<file path="src/hdl/piter_pkg.sv">
// ----------------------------------------------------------------------------
// piter_pkg
// Shared types, codes and helpers of the power iteration eigen solver.
// ----------------------------------------------------------------------------
package piter_pkg;

    localparam int MAX_SIZE_DEF  = 8;
    localparam int FRAC_BITS_DEF = 16;

    localparam int DATA_W = 32;
    localparam int MAG_W  = 31;
    localparam int CNT_W  = 16;
    localparam int SIZE_W = 4;

    typedef enum logic [1:0] {
        CMD_LOAD_MATRIX = 2'd0,
        CMD_LOAD_VECTOR = 2'd1,
        CMD_START       = 2'd2,
        CMD_UNUSED      = 2'd3
    } cmd_t;

    localparam logic [1:0] ST_CONVERGED = 2'd0;
    localparam logic [1:0] ST_LIMIT     = 2'd1;
    localparam logic [1:0] ST_ZERO      = 2'd2;

    localparam logic [1:0] REG_SIZE  = 2'd0;
    localparam logic [1:0] REG_TOL   = 2'd1;
    localparam logic [1:0] REG_LIMIT = 2'd2;

    typedef struct packed {
        logic valid;
        logic first;
        logic last;
    } mac_ctl_t;

    // absolute value, clamped to the largest 31-bit magnitude
    function automatic logic [MAG_W-1:0] mag31(input logic signed [DATA_W:0] v);
        logic [DATA_W:0] a;
        a = v[DATA_W] ? (-v) : v;
        if (a > 33'h07fffffff) begin
            return 31'h7fffffff;
        end
        return a[MAG_W-1:0];
    endfunction

endpackage

</file>
<file path="src/hdl/piter_div.sv">
// ----------------------------------------------------------------------------
// piter_div
// Restoring unsigned divider, one quotient bit per cycle.
// ----------------------------------------------------------------------------
module piter_div #(
    parameter int NW = 48
) (
    input  logic          aclk,
    input  logic          aresetn,
    input  logic          start,
    input  logic [NW-1:0] num,
    input  logic [30:0]   den,
    output logic          done,
    output logic [NW-1:0] quot
);
    import piter_pkg::*;

    localparam int CW = $clog2(NW + 1);

    logic [31:0]   rem_reg;
    logic [NW-1:0] quo_reg;
    logic [CW-1:0] cnt_reg;
    logic          busy_reg;
    logic          done_reg;

    logic [31:0]   shift_rem;
    logic          fits;

    always_comb begin
        shift_rem = {rem_reg[30:0], quo_reg[NW-1]};
        fits      = shift_rem >= {1'b0, den};
    end

    always_ff @(posedge aclk) begin
        if (!aresetn) begin
            busy_reg <= 1'b0;
            done_reg <= 1'b0;
            cnt_reg  <= '0;
        end else begin
            done_reg <= 1'b0;
            if (start) begin
                busy_reg <= 1'b1;
                cnt_reg  <= CW'(NW);
            end else if (busy_reg) begin
                cnt_reg <= cnt_reg - 1'b1;
                if (cnt_reg == CW'(1)) begin
                    busy_reg <= 1'b0;
                    done_reg <= 1'b1;
                end
            end
        end
        if (start) begin
            rem_reg <= '0;
            quo_reg <= num;
        end else if (busy_reg) begin
            rem_reg <= fits ? (shift_rem - {1'b0, den}) : shift_rem;
            quo_reg <= {quo_reg[NW-2:0], fits};
        end
    end

    assign done = done_reg;
    assign quot = quo_reg;

endmodule

</file>
<file path="config.mk">
export PLATFORM = sky130hd
export DESIGN_NAME = piter_div
export DESIGN_NICKNAME = d
export VERILOG_FILES = /design/src/hdl/piter_pkg.sv /design/src/hdl/piter_div.sv
export SDC_FILE = /design/constraint.sdc
export NUM_CORES = 1
export LEC_CHECK = 0
export BUFFER_PORTS_ARGS = -buffer_cell sky130_fd_sc_hd__buf_4
export CORE_MARGIN = 4
export CORE_UTILIZATION = 50
export DETAILED_ROUTE_END_ITERATION = 10
export PLACE_DENSITY = 0.78
export SLEW_MARGIN = 20
export SYNTH_ARGS = -nofsm -noshare
export SYNTH_HDL_FRONTEND = slang
export SYNTH_SLANG_ARGS = --single-unit
export TNS_END_PERCENT = 20
</file>
<file path="constraint.sdc">
create_clock -name aclk -period 3.5 [get_ports aclk]
set_clock_uncertainty 0.2 [all_clocks]
set_input_delay 0.175 -clock aclk [delete_from_list [all_inputs] [get_ports aclk]]
set_output_delay 0.175 -clock aclk [all_outputs]
set_load 0.05 [all_outputs]
</file>
# Word-level counts from Yosys, hierarchy flattened
# Cells that the tools add are included.
totals:
  input_bits: 82
  register_bits: 87
  wordCells: 24
classes:
  eq_ne: 1
  n_bitwise: 2
  n_mux: 9
  n_reduce_logical: 3
  n_lt_le_gt_ge: 1
  addsub: 2
op_table:
  columns: ["op", "count"]
  rows:
  - ["$mux W48", 2]
  - ["$ge A32 B31 Y1", 1]
  - ["$mux W31", 1]
  - ["$sub A31 B31 Y31", 1]
  - ["$mux W6", 2]
  - ["$eq A6 B1 Y1 const B", 1]
  - ["$sub A6 B1 Y6 const B", 1]
  - ["$mux W1", 4]
  - ["$reduce_or A3 Y1", 1]
  - ["$not A1 Y1", 2]
  - ["$reduce_bool A2 Y1", 1]
  - ["$reduce_or A2 Y1", 1]

# Longest topological paths before layout
logic_depth:
  depth_word: 4
  depth_mapped: 15
  depth_no_buf: 13

# Worst setup path before layout
# OpenSTA, ideal clock, no wires.
synth_timing:
  path_type: "reg2reg"
  startpoint: "register quo_reg[47] (netlist: quot[47])"
  endpoint: "register rem_reg[29]"
  arrival_time_ps: 3168
  setup_slack_ps: 44
  synth_period_minus_slack_ps: 3456
  stages_incl_launch_ff: 13
  path_cell_list: "edfxtp_1 > inv_1 > ha_1 > fa_1 > nor2b_1 > o21ai_1 > a21oi_1 > o21a_1 > nor3_1 > o41ai_2 > or3b_1 > mux2_2 > a311oi_2"
synth_between:
  elab_chain_cells: 2
synth_lines:
  columns: ["element", "line_no", "source"]
  rows:
  - ["start, declared", "piter_div.sv:21", "logic [NW-1:0] quo_reg;"]
  - ["start signal, assigned", "piter_div.sv:54", "quo_reg <= num;"]
  - ["start signal, assigned", "piter_div.sv:57", "quo_reg <= {quo_reg[NW-2:0], fits};"]
  - ["$sub A31 B31 Y31 or $ge A32 B31 Y1 (tied branches)", "piter_div.sv:56, piter_div.sv:31", null]
  - ["$mux W31 (*)", "piter_div.sv:56", "rem_reg <= fits ? (shift_rem - {1'b0, den}) : shift_rem;"]
  - ["end signal, assigned", "piter_div.sv:56", null]
  - ["end, declared", "piter_div.sv:20", "logic [31:0] rem_reg;"]
# Every way passes the cells marked *; elsewhere a longest branch is shown, timed or not.
# A chain may end at the register's enable or synchronous reset.

# Final worst setup path
# Same ends and word-level chain as after synthesis.

==> metrics.csv <==
metric,value,unit
status,"finished, final reports clean",
slew_headroom,0.600,
place_hpwl,10.6,mm
async_reset_ff_frac,0,
ys_warn_count,0,
final.min_clock_period,3370,ps
r2r_slack,130,ps
firstDrtPassIters,5,
numCtsBuffers,9,
hold_path_end,rem_reg[0],
final_core_util,0.679,
yosys_register_bits,87,
drive_gt1_frac,0.286,
overflow,0,
fin_nets,857,
num_rows,38,
yosys-top-cells-area,"edfxtp_1 26%, dfxtp_1 14%, mux2_2 10%",
portBuffers,130,
cp.arrival,3460,ps
grt.total_usage,0.241,
holdPathStages,5,
cts_tree,built,
path_max_fanout,3,
fill_cells,799,
max_cap_viol_count,0,
required,3590,ps
io_pins,131,
dieArea,12800,sq um
wire_per_inst,17.6,um
finalCritPeriodShare,0.964,
r2r_end,rem_reg[29],
min_from,den[0],
seq_area,2220,sq um
power_leakage,3.32,nW
drc,0,
largest_register_ffs,48,
grt_pass1_vias,5127,
yosysSeqAreaShare,0.402,
yosysUniqueCellTypes,55,
drt-total-wl,15.6,mm
ff2ff_path_depth,12,
die_y,113,um
cts_max_level,3,
grt_start_max_net_pins,48,
p_per_area,419,nW/um^2
synthFlopType,edfxtp_1,
slew_viol_final,0,
insertion_delay,370,ps
synth_common_cells,"50 x inv_1, 49 x mux2_2, 48 x edfxtp_1",
path_class,reg2reg,
holdWs,89.0,ps
final_hold_viol_count,0,
vias,4880,
first_iter_violations,294,
synthesis.area,5530,sq um
cts_buffer_depth,2,
antenna_found_initial,0,
core,10800,sq um
peakVddDrop,0.317,mV
setup_viol_count_final,0,
die-width,113,um
place.gp.congestion,0.885,
crit_path_start_kind,flip-flop,
syn_inst,569,
avgSynthCellArea,9.72,sq um
synth_edf_count,48,
viasPerCell,5.51,
yosysMostFrequentCell,inv_1,
synthesis.nets,685,
timing.fmax,0.296,GHz
end_kind,flip-flop,
multiInputGateArea,3020,sq um
cts_sinks,87,
path_clk_slew,90,ps
p_total,3.09,mW
ant_nets,0,
antenna_cells,0,
start_util,0.510,
area_growth,33.0,%
synth_top_area_cell,edfxtp_1,
r2r-start,quot[47],
netlist.area_leader.share,0.261,
worst_pin_slew,585,ps
ctsRootBufferMaster,clkbuf_8,
grt_pass1_wl,24.6,mm
min_path_type,in2reg,
==> repair_timing <==
action,CTS,global route
hold endpoints to repair,56,0
hold buffers,49,0
endpoints found under the setup margin,0,1
resized for setup,0,4
setup buffers,0,2
==> worst max-delay path by stage <==
| stage | from | endpoint | cells after the start |
|---|---|---|---|
| floorplan | quot[47] | rem_reg[29] | 12 |
| global placement | quot[47] | rem_reg[29] | 13 |
| detailed placement | quot[47] | rem_reg[29] | 13 |
| CTS | quot[47] | rem_reg[29] | 13 |
| global route | quot[47] | rem_reg[29] | 12 |
| finish | quot[47] | rem_reg[29] | 12 |
==> power breakdown <==
part / switching (mW) / internal, mW / total (mW)
clock: 0.391 / 0.331 / 0.723
sequential: 0.0737 / 1.19 / 1.27
combinational: 0.639 / 0.458 / 1.10
total: 1.10 / 1.98 / 3.09
==> area by class of cell <==
type | count | area share
Clock inverter | 5 | 0.00782
Inverter | 50 | 0.0255
Tap cell | 140 | 0.0238
Clock buffer | 11 | 0.0179
Sequential cell | 87 | 0.302
Multi-Input combinational cell | 404 | 0.410
Timing Repair Buffer | 189 | 0.213
==> cells in the final DEF, fill, tap and decap left out, types with 3 or more instances in the layout <==
master,count
buf_4,138
inv_1,49
mux2_2,49
dlygate4sd3_1,49
edfxtp_1,48
nor2_1,43
dfxtp_1,39
nand2_1,36
a21oi_1,36
ha_1,33
a21o_1,21
a211oi_1,21
mux2i_1,19
o21ai_1,17
xor2_1,15
o21ai_0,14
xnor2_1,14
nand3_1,9
clkbuf_8,9
o21bai_1,8
nor3_1,8
nand4_1,7
nand2b_1,7
nor2b_1,5
o21a_1,4
o22ai_1,3
==> cells by family (layout without fill, tap and decap cells) <==
logic type	count (synthesis)	after routing	share of synthesized area
buf+inv	78	255	0.0559
simple gates	126	126	0.108
mux	68	68	0.134
flops	87	87	0.402
compound gates	147	147	0.176
fa+ha+maj	34	34	0.0782
xor+xnor	29	29	0.0459
==> per-stage QoR <==
step                      std cells  instance area, sq um  setup TNS, ps  setup slack [ps]
after floorplan                 569                  5530              0              43.6
after global placement          819                  6650              0               227
after detailed placement        819                  6650              0               103
after CTS                       884                  7330              0              78.2
after global routing            886                  7360          -35.9             -35.9
final                           886                  7360              0               127
==> per-layer routing <==
| layer | vias up | global-route usage | wire [um] |
|---|---|---|---|
| met2 | 170 | 0.432 | 7870 |
| li1 | 2386 | - | - |
| met4 | 0 | 0.0938 | 403 |
| met5 | - | 0 | 0 |
| met3 | 32 | 0.0754 | 1230 |
| met1 | 2292 | 0.264 | 6130 |
==> critical path, stage by stage (launching register included) <==
cell and delay (ps):
edfxtp_1 380, inv_1 60, ha_1 200, fa_1 410, nor2b_1 150, o21ai_1 100
a21oi_2 160, o21a_1 160, nor3_1 80, o41ai_4 460, or3b_1 380, mux2_2 280
a311oi_2 280
Note: power is estimated with default switching activity, not from simulation.
