===== src/hdl/piter_pkg.sv =====
// ----------------------------------------------------------------------------
// piter_pkg
// Shared types, codes and helpers of the power iteration eigen solver.
// ----------------------------------------------------------------------------
package piter_pkg;

    localparam int MAX_SIZE_DEF  = 8;
    localparam int FRAC_BITS_DEF = 16;

    localparam int DATA_W = 32;
    localparam int MAG_W  = 31;
    localparam int CNT_W  = 16;
    localparam int SIZE_W = 4;

    typedef enum logic [1:0] {
        CMD_LOAD_MATRIX = 2'd0,
        CMD_LOAD_VECTOR = 2'd1,
        CMD_START       = 2'd2,
        CMD_UNUSED      = 2'd3
    } cmd_t;

    localparam logic [1:0] ST_CONVERGED = 2'd0;
    localparam logic [1:0] ST_LIMIT     = 2'd1;
    localparam logic [1:0] ST_ZERO      = 2'd2;

    localparam logic [1:0] REG_SIZE  = 2'd0;
    localparam logic [1:0] REG_TOL   = 2'd1;
    localparam logic [1:0] REG_LIMIT = 2'd2;

    typedef struct packed {
        logic valid;
        logic first;
        logic last;
    } mac_ctl_t;

    // absolute value, clamped to the largest 31-bit magnitude
    function automatic logic [MAG_W-1:0] mag31(input logic signed [DATA_W:0] v);
        logic [DATA_W:0] a;
        a = v[DATA_W] ? (-v) : v;
        if (a > 33'h07fffffff) begin
            return 31'h7fffffff;
        end
        return a[MAG_W-1:0];
    endfunction

endpackage


===== src/hdl/piter_mac.sv =====
// ----------------------------------------------------------------------------
// piter_mac
// Multiply-accumulate for one matrix row: product, floor shift, saturating sum.
// ----------------------------------------------------------------------------
module piter_mac #(
    parameter int FRACTION_BITS = piter_pkg::FRAC_BITS_DEF
) (
    input  logic                aclk,
    input  logic                aresetn,
    input  piter_pkg::mac_ctl_t in_ctl,
    input  logic signed [31:0]  a_data,
    input  logic signed [31:0]  x_data,
    output logic                out_valid,
    output logic signed [31:0]  out_sum
);
    import piter_pkg::*;

    mac_ctl_t           ctl1_reg;
    logic signed [63:0] prod_reg;
    logic signed [31:0] acc_reg;
    logic signed [31:0] acc_next;
    logic               out_valid_reg;

    logic signed [63:0] shifted;
    logic signed [31:0] term;
    logic signed [31:0] base;
    logic signed [32:0] sum;

    always_comb begin
        shifted = prod_reg >>> FRACTION_BITS;
        if (shifted > 64'sh000000007fffffff) begin
            term = 32'sh7fffffff;
        end else if (shifted < -64'sh0000000080000000) begin
            term = 32'sh80000000;
        end else begin
            term = shifted[31:0];
        end
        base = ctl1_reg.first ? 32'sd0 : acc_reg;
        sum  = {base[31], base} + {term[31], term};
        if (sum[32] != sum[31]) begin
            acc_next = sum[32] ? 32'sh80000000 : 32'sh7fffffff;
        end else begin
            acc_next = sum[31:0];
        end
    end

    always_ff @(posedge aclk) begin
        if (!aresetn) begin
            ctl1_reg      <= '0;
            out_valid_reg <= 1'b0;
        end else begin
            ctl1_reg      <= in_ctl;
            out_valid_reg <= ctl1_reg.valid && ctl1_reg.last;
        end
        if (in_ctl.valid) begin
            prod_reg <= 64'(a_data) * 64'(x_data);
        end
        if (ctl1_reg.valid) begin
            acc_reg <= acc_next;
        end
    end

    assign out_valid = out_valid_reg;
    assign out_sum   = acc_reg;

endmodule


===== config.mk =====
export PLATFORM = sky130hd
export DESIGN_NAME = piter_mac
export DESIGN_NICKNAME = d
export VERILOG_FILES = /design/src/hdl/piter_pkg.sv /design/src/hdl/piter_mac.sv
export SDC_FILE = /design/constraint.sdc
export NUM_CORES = 2
export LEC_CHECK = 0
export BUFFER_PORTS_ARGS = -buffer_cell sky130_fd_sc_hd__buf_4
export CAP_MARGIN = 20
export CORE_MARGIN = 2
export CORE_UTILIZATION = 45
export CTS_BUF_LIST = sky130_fd_sc_hd__clkbuf_16
export DETAILED_ROUTE_END_ITERATION = 7
export GPL_ROUTABILITY_DRIVEN = 0
export SLEW_MARGIN = 20
export SYNTH_ARGS = -nofsm -noshare
export SYNTH_HDL_FRONTEND = slang
export SYNTH_SLANG_ARGS = --single-unit

===== constraint.sdc =====
create_clock -name aclk -period 18.4 [get_ports aclk]
set_input_delay 3.68 -clock aclk [delete_from_list [all_inputs] [get_ports aclk]]
set_output_delay 3.68 -clock aclk [all_outputs]
set_load 0.02 [all_outputs]

After elaboration in Yosys (flattened, before gate mapping)
Index checks and enable logic that the tools add are counted.
{"block": "op_classes", "n_mux": 5, "addsub": 1, "magnitude_cmp": 2, "reduce_logical": 1, "n_eq_ne": 1, "mul": 1}
{"cell": "$mux W32", "n": 5}
{"cell": "$mul A32 B32 Y64", "n": 1}
{"cell": "$gt A48 B32 Y1 const B", "n": 1}
{"cell": "$lt A48 B32 Y1 const B", "n": 1}
{"cell": "$add A32 B32 Y33", "n": 1}
{"cell": "$logic_and A1 B1 Y1", "n": 1}
{"cell": "$ne A1 B1 Y1", "n": 1}
{"block": "word_totals", "register_bits": 100, "output_inout_bits": 33, "wordCells": 17}

Depth between registers and ports, before layout
{"block": "logic_depth", "word_depth": 6, "depth_mapped": 27, "ltp_nobuf": 26}

Least setup slack after synthesis
No wires, ideal clock.
{"block": "synth_timing", "path_kind": "input to register", "startpoint": "input x_data[2]", "endpoint": "register prod_reg[63], data pin", "path_stages": 25, "arrival_time_ps": 10915, "path_slack_ps": 7225, "cell_sequence": "clkbuf_1 -> nand2_1 -> inv_1 -> fa_1 -> fa_1 -> fa_1 -> fa_1 -> inv_1 -> fa_1 -> inv_1 -> fa_1 -> inv_1 -> fa_1 -> fa_1 -> inv_1 -> ha_1 -> a21oi_1 -> o21ai_0 -> o21bai_1 -> a311o_1 -> a31oi_1 -> nand3_1 -> a31o_2 -> a21oi_1 -> xnor2_1"}
{"block": "synth_via", "elab_chain_cells": 1}
{"item": "start: declaration", "line_no": "piter_mac.sv:12", "text": "input logic signed [31:0] x_data,"}
{"item": "$mul A32 B32 Y64", "line_no": "piter_mac.sv:56", "text": "prod_reg <= 64'(a_data) * 64'(x_data);"}
{"item": "end signal: assignment", "line_no": "piter_mac.sv:56"}
{"item": "end: declaration", "line_no": "piter_mac.sv:19", "text": "logic signed [63:0] prod_reg;"}
Every way passes these cells.
A chain may end at the register's enable or synchronous reset.

Final worst setup path
{"block": "layout_timing", "startpoint": "input a_data[31]", "endpoint": "register prod_reg[55], data pin"}
{"block": "layout_via", "elab_chain_cells": 1}
{"item": "start: declaration", "line_no": "piter_mac.sv:11", "text": "input logic signed [31:0] a_data,"}
{"item": "$mul A32 B32 Y64", "line_no": "piter_mac.sv:56"}
Every way passes these cells.

==> summary.txt <==
Global routing
  – Gr usage total: 23.3%
  – Initial antenna violation count: 0
  – Vias in the first global route: 30600
  – Largest net degree at the start of global routing: 50
  – Global-route wire length before repair: 168 mm
  – Grt ovf: 0

Timing
  – Ratio of final minimum period to clock period: 63.6%
  – Tightest Pin Transition: 0.651 ns
  – Headroom to the max-slew limit: 56.1%
  – WHS: 0.462 ns
  – Post-layout minimum cycle time: 11.70 ns
  – Fmax: 85.5 MHz
  – Setup tns final: 0 ns
  – Final max-slew violation count: 0
  – Final-report setup violation count: 0
  – RSZ-0062 raised after global routing: false
  – Final hold viol count: 0
  – Setup Skew: 0.00910 ns

Detailed routing
  – Detailed Routing Iterations Pass 1: 6
  – Vias/cell: 5.21
  – 1st-iter DRT viols: 1339
  – Drt total wl: 103 mm
  – Via count: 27600
  – Drt wl/cell: 19.4 um
  – # DRC: 0
  – Post-route ant nets: 0

Layout
  – N_diodes: 0
  – Largest register FFs: 48
  – Layout cells sized above 1: 3.79%
  – Synth-to-layout area growth: 4.31%
  – Final Net Count: 5476
  – Final Instance Count excl. Fillers: 5294
  – Most common cell after layout, fill and taps aside: fa_1
  – Commonest non-fill, non-tap cells in the layout: fa_1 (1082), inv_1 (960), nand2_1 (546)

Synthesis
  – Mapped Area: 0.0405 mm^2
  – Synth cell types: 75
  – YS warnings: 0
  – #FFs+latches synth: 84
  – Synth Area per Inst: 9.62 um^2
  – Post-synth ARST share: 0%
  – Synth Flop Type: edfxtp_1
  – Sequential fraction of the synthesis area: 6.13%
  – Post-synth net total: 5573
  – Syn Inst Count: 4210
  – EDFF count, synth: 80

Floorplan
  – Starting Density: 45.2%
  – Die Width: 304 um
  – Row cnt: 110
  – Die height: 304 um
  – I/O pins: 102
  – Die area: 0.0924 mm^2
  – Total core area: 0.0896 mm^2

Critical path
  – CP endpoint kind: flip-flop
  – Crit path launch type: primary input
  – CP max FO: 32
  – CP arrival: 11.79 ns
  – CP required: 18.49 ns
  – Crit Path Category: primary input to flip-flop

Worst hold path
  – Worst hold path type: flip-flop to flip-flop

Clock network
  – CTS Buf Count: 9
  – Clock Sink Count: 84
  – Clock root cell: clkbuf_16
  – CTS Hold Buffers Added: 0
  – H-tree depth: 3
  – Post-CTS setup-driven buffer insertion count: 0
  – CTS tree: built
  – PostCTS Resize Cnt: 0
  – Clock transition at path regs: 0.07 ns
  – Worst-Skew Late Latency: 0.35 ns
  – CTS max path bufs: 2

Placed design
  – Detailed placer's ending HPWL: 84.0 mm
  – I/O Buffers: 101
  – Post-Place Cells: 5278

Run status
  – Status: finished clean

Run
  – # Max-Cap Violations: 0
## cells in the mapped netlist (all sizes together), types with 3 or more instances
cell type / n / share of area, %
nor3: 16 / 0.21
nor4: 5 / 0.077
inv: 959 / 8.9
xor2: 36 / 0.83
a211o: 5 / 0.11
edfxtp: 80 / 5.9
a211oi: 11 / 0.22
ha: 212 / 6.6
a21o: 58 / 1.1
or3: 3 / 0.046
dfxtp: 4 / 0.20
a21oi: 78 / 0.97
nand3: 13 / 0.16
or2: 4 / 0.062
nand4b: 3 / 0.065
o21a: 13 / 0.24
a2111oi: 3 / 0.080
a31oi: 9 / 0.14
nand2: 547 / 5.1
a31o: 3 / 0.065
a311oi: 3 / 0.080
o21ai: 62 / 0.88
nand4: 22 / 0.34
o21bai: 11 / 0.20
and3: 13 / 0.20
fa: 1082 / 54
o311ai: 3 / 0.065
xnor2: 49 / 1.1
buf: 8 / 0.18
maj3: 3 / 0.074
o211ai: 10 / 0.22
nor2: 77 / 0.75
a41oi: 3 / 0.065
o31ai: 6 / 0.12
nand2b: 14 / 0.22
nor2b: 40 / 0.62
clkbuf: 207 / 1.9
and2: 508 / 7.9
## critical path, cell delays in order
cell	delay, ns
buf_4	0.32
nand2_1	0.15
inv_1	0.15
fa_1	0.45
fa_1	0.49
fa_1	0.93
fa_1	0.55
fa_1	0.50
fa_1	0.57
fa_1	0.43
fa_1	0.48
ha_1	0.39
a211oi_1	0.34
o21ai_0	0.27
nor4_1	0.51
o2111ai_1	0.32
o21ai_0	0.61
a21oi_1	0.17
o21ai_0	0.19
a21oi_1	0.11
xor2_1	0.16
## cell families (layout without fill, tap and decap cells)
| logic type | Yosys count | after routing | synth area share [%] |
|---|---|---|---|
| adders and majority gates | 1297 | 1297 | 60.1 |
| and+or+nand+nor | 1273 | 1273 | 15.9 |
| buffers and inverters | 1174 | 1082 | 11.0 |
| AOI/OAI and AO/OA | 297 | 297 | 5.00 |
| xor gates and xnor gates | 85 | 85 | 1.89 |
| DFF | 84 | 84 | 6.13 |
## per-layer routing
layer	track usage, %	vias to the layer above	part of all wire, %
met5	0	-	0
met4	7.43	0	3.7
met3	2.29	173	4.2
met2	42.7	651	54
met1	28.8	14600	38
li1	-	12100	-
## stage by stage
step	setup slack, ns	instance area, um^2	utilization (%)
after floorplan	7.22	40500	-
after global placement	6.32	41900	46.8
after detailed placement	6.35	41900	46.8
after CTS	6.70	42200	47.1
after global routing	6.28	42200	47.1
final	6.70	42200	47.1
## final cells by class
cell class                      count  area [um^2]
Clock buffer                        9          225
Clock inverter                      7         75.1
Fill cell                        8628        47400
Inverter                          959         3600
Multi-Input combinational cell   2952        33600
Sequential cell                    84         2480
Tap cell                         1176         1470
Timing Repair Buffer              107          811
## worst paths after layout
path | depth (start not counted) | endpoint | from | slack (ns)
worst min-delay path | 1 | out_valid | ctl1_reg[0] | 0.46
worst max-delay path | 21 | prod_reg[55] | a_data[31] | 6.70
worst max register to register | 15 | out_sum[4] | prod_reg[50] | 13.62
worst min register to register | 1 | out_valid | ctl1_reg[0] | 0.46
Power is left out: the tool's default activity adds up to more than one toggle a clock period on the data nets, which glitch-free logic cannot reach.
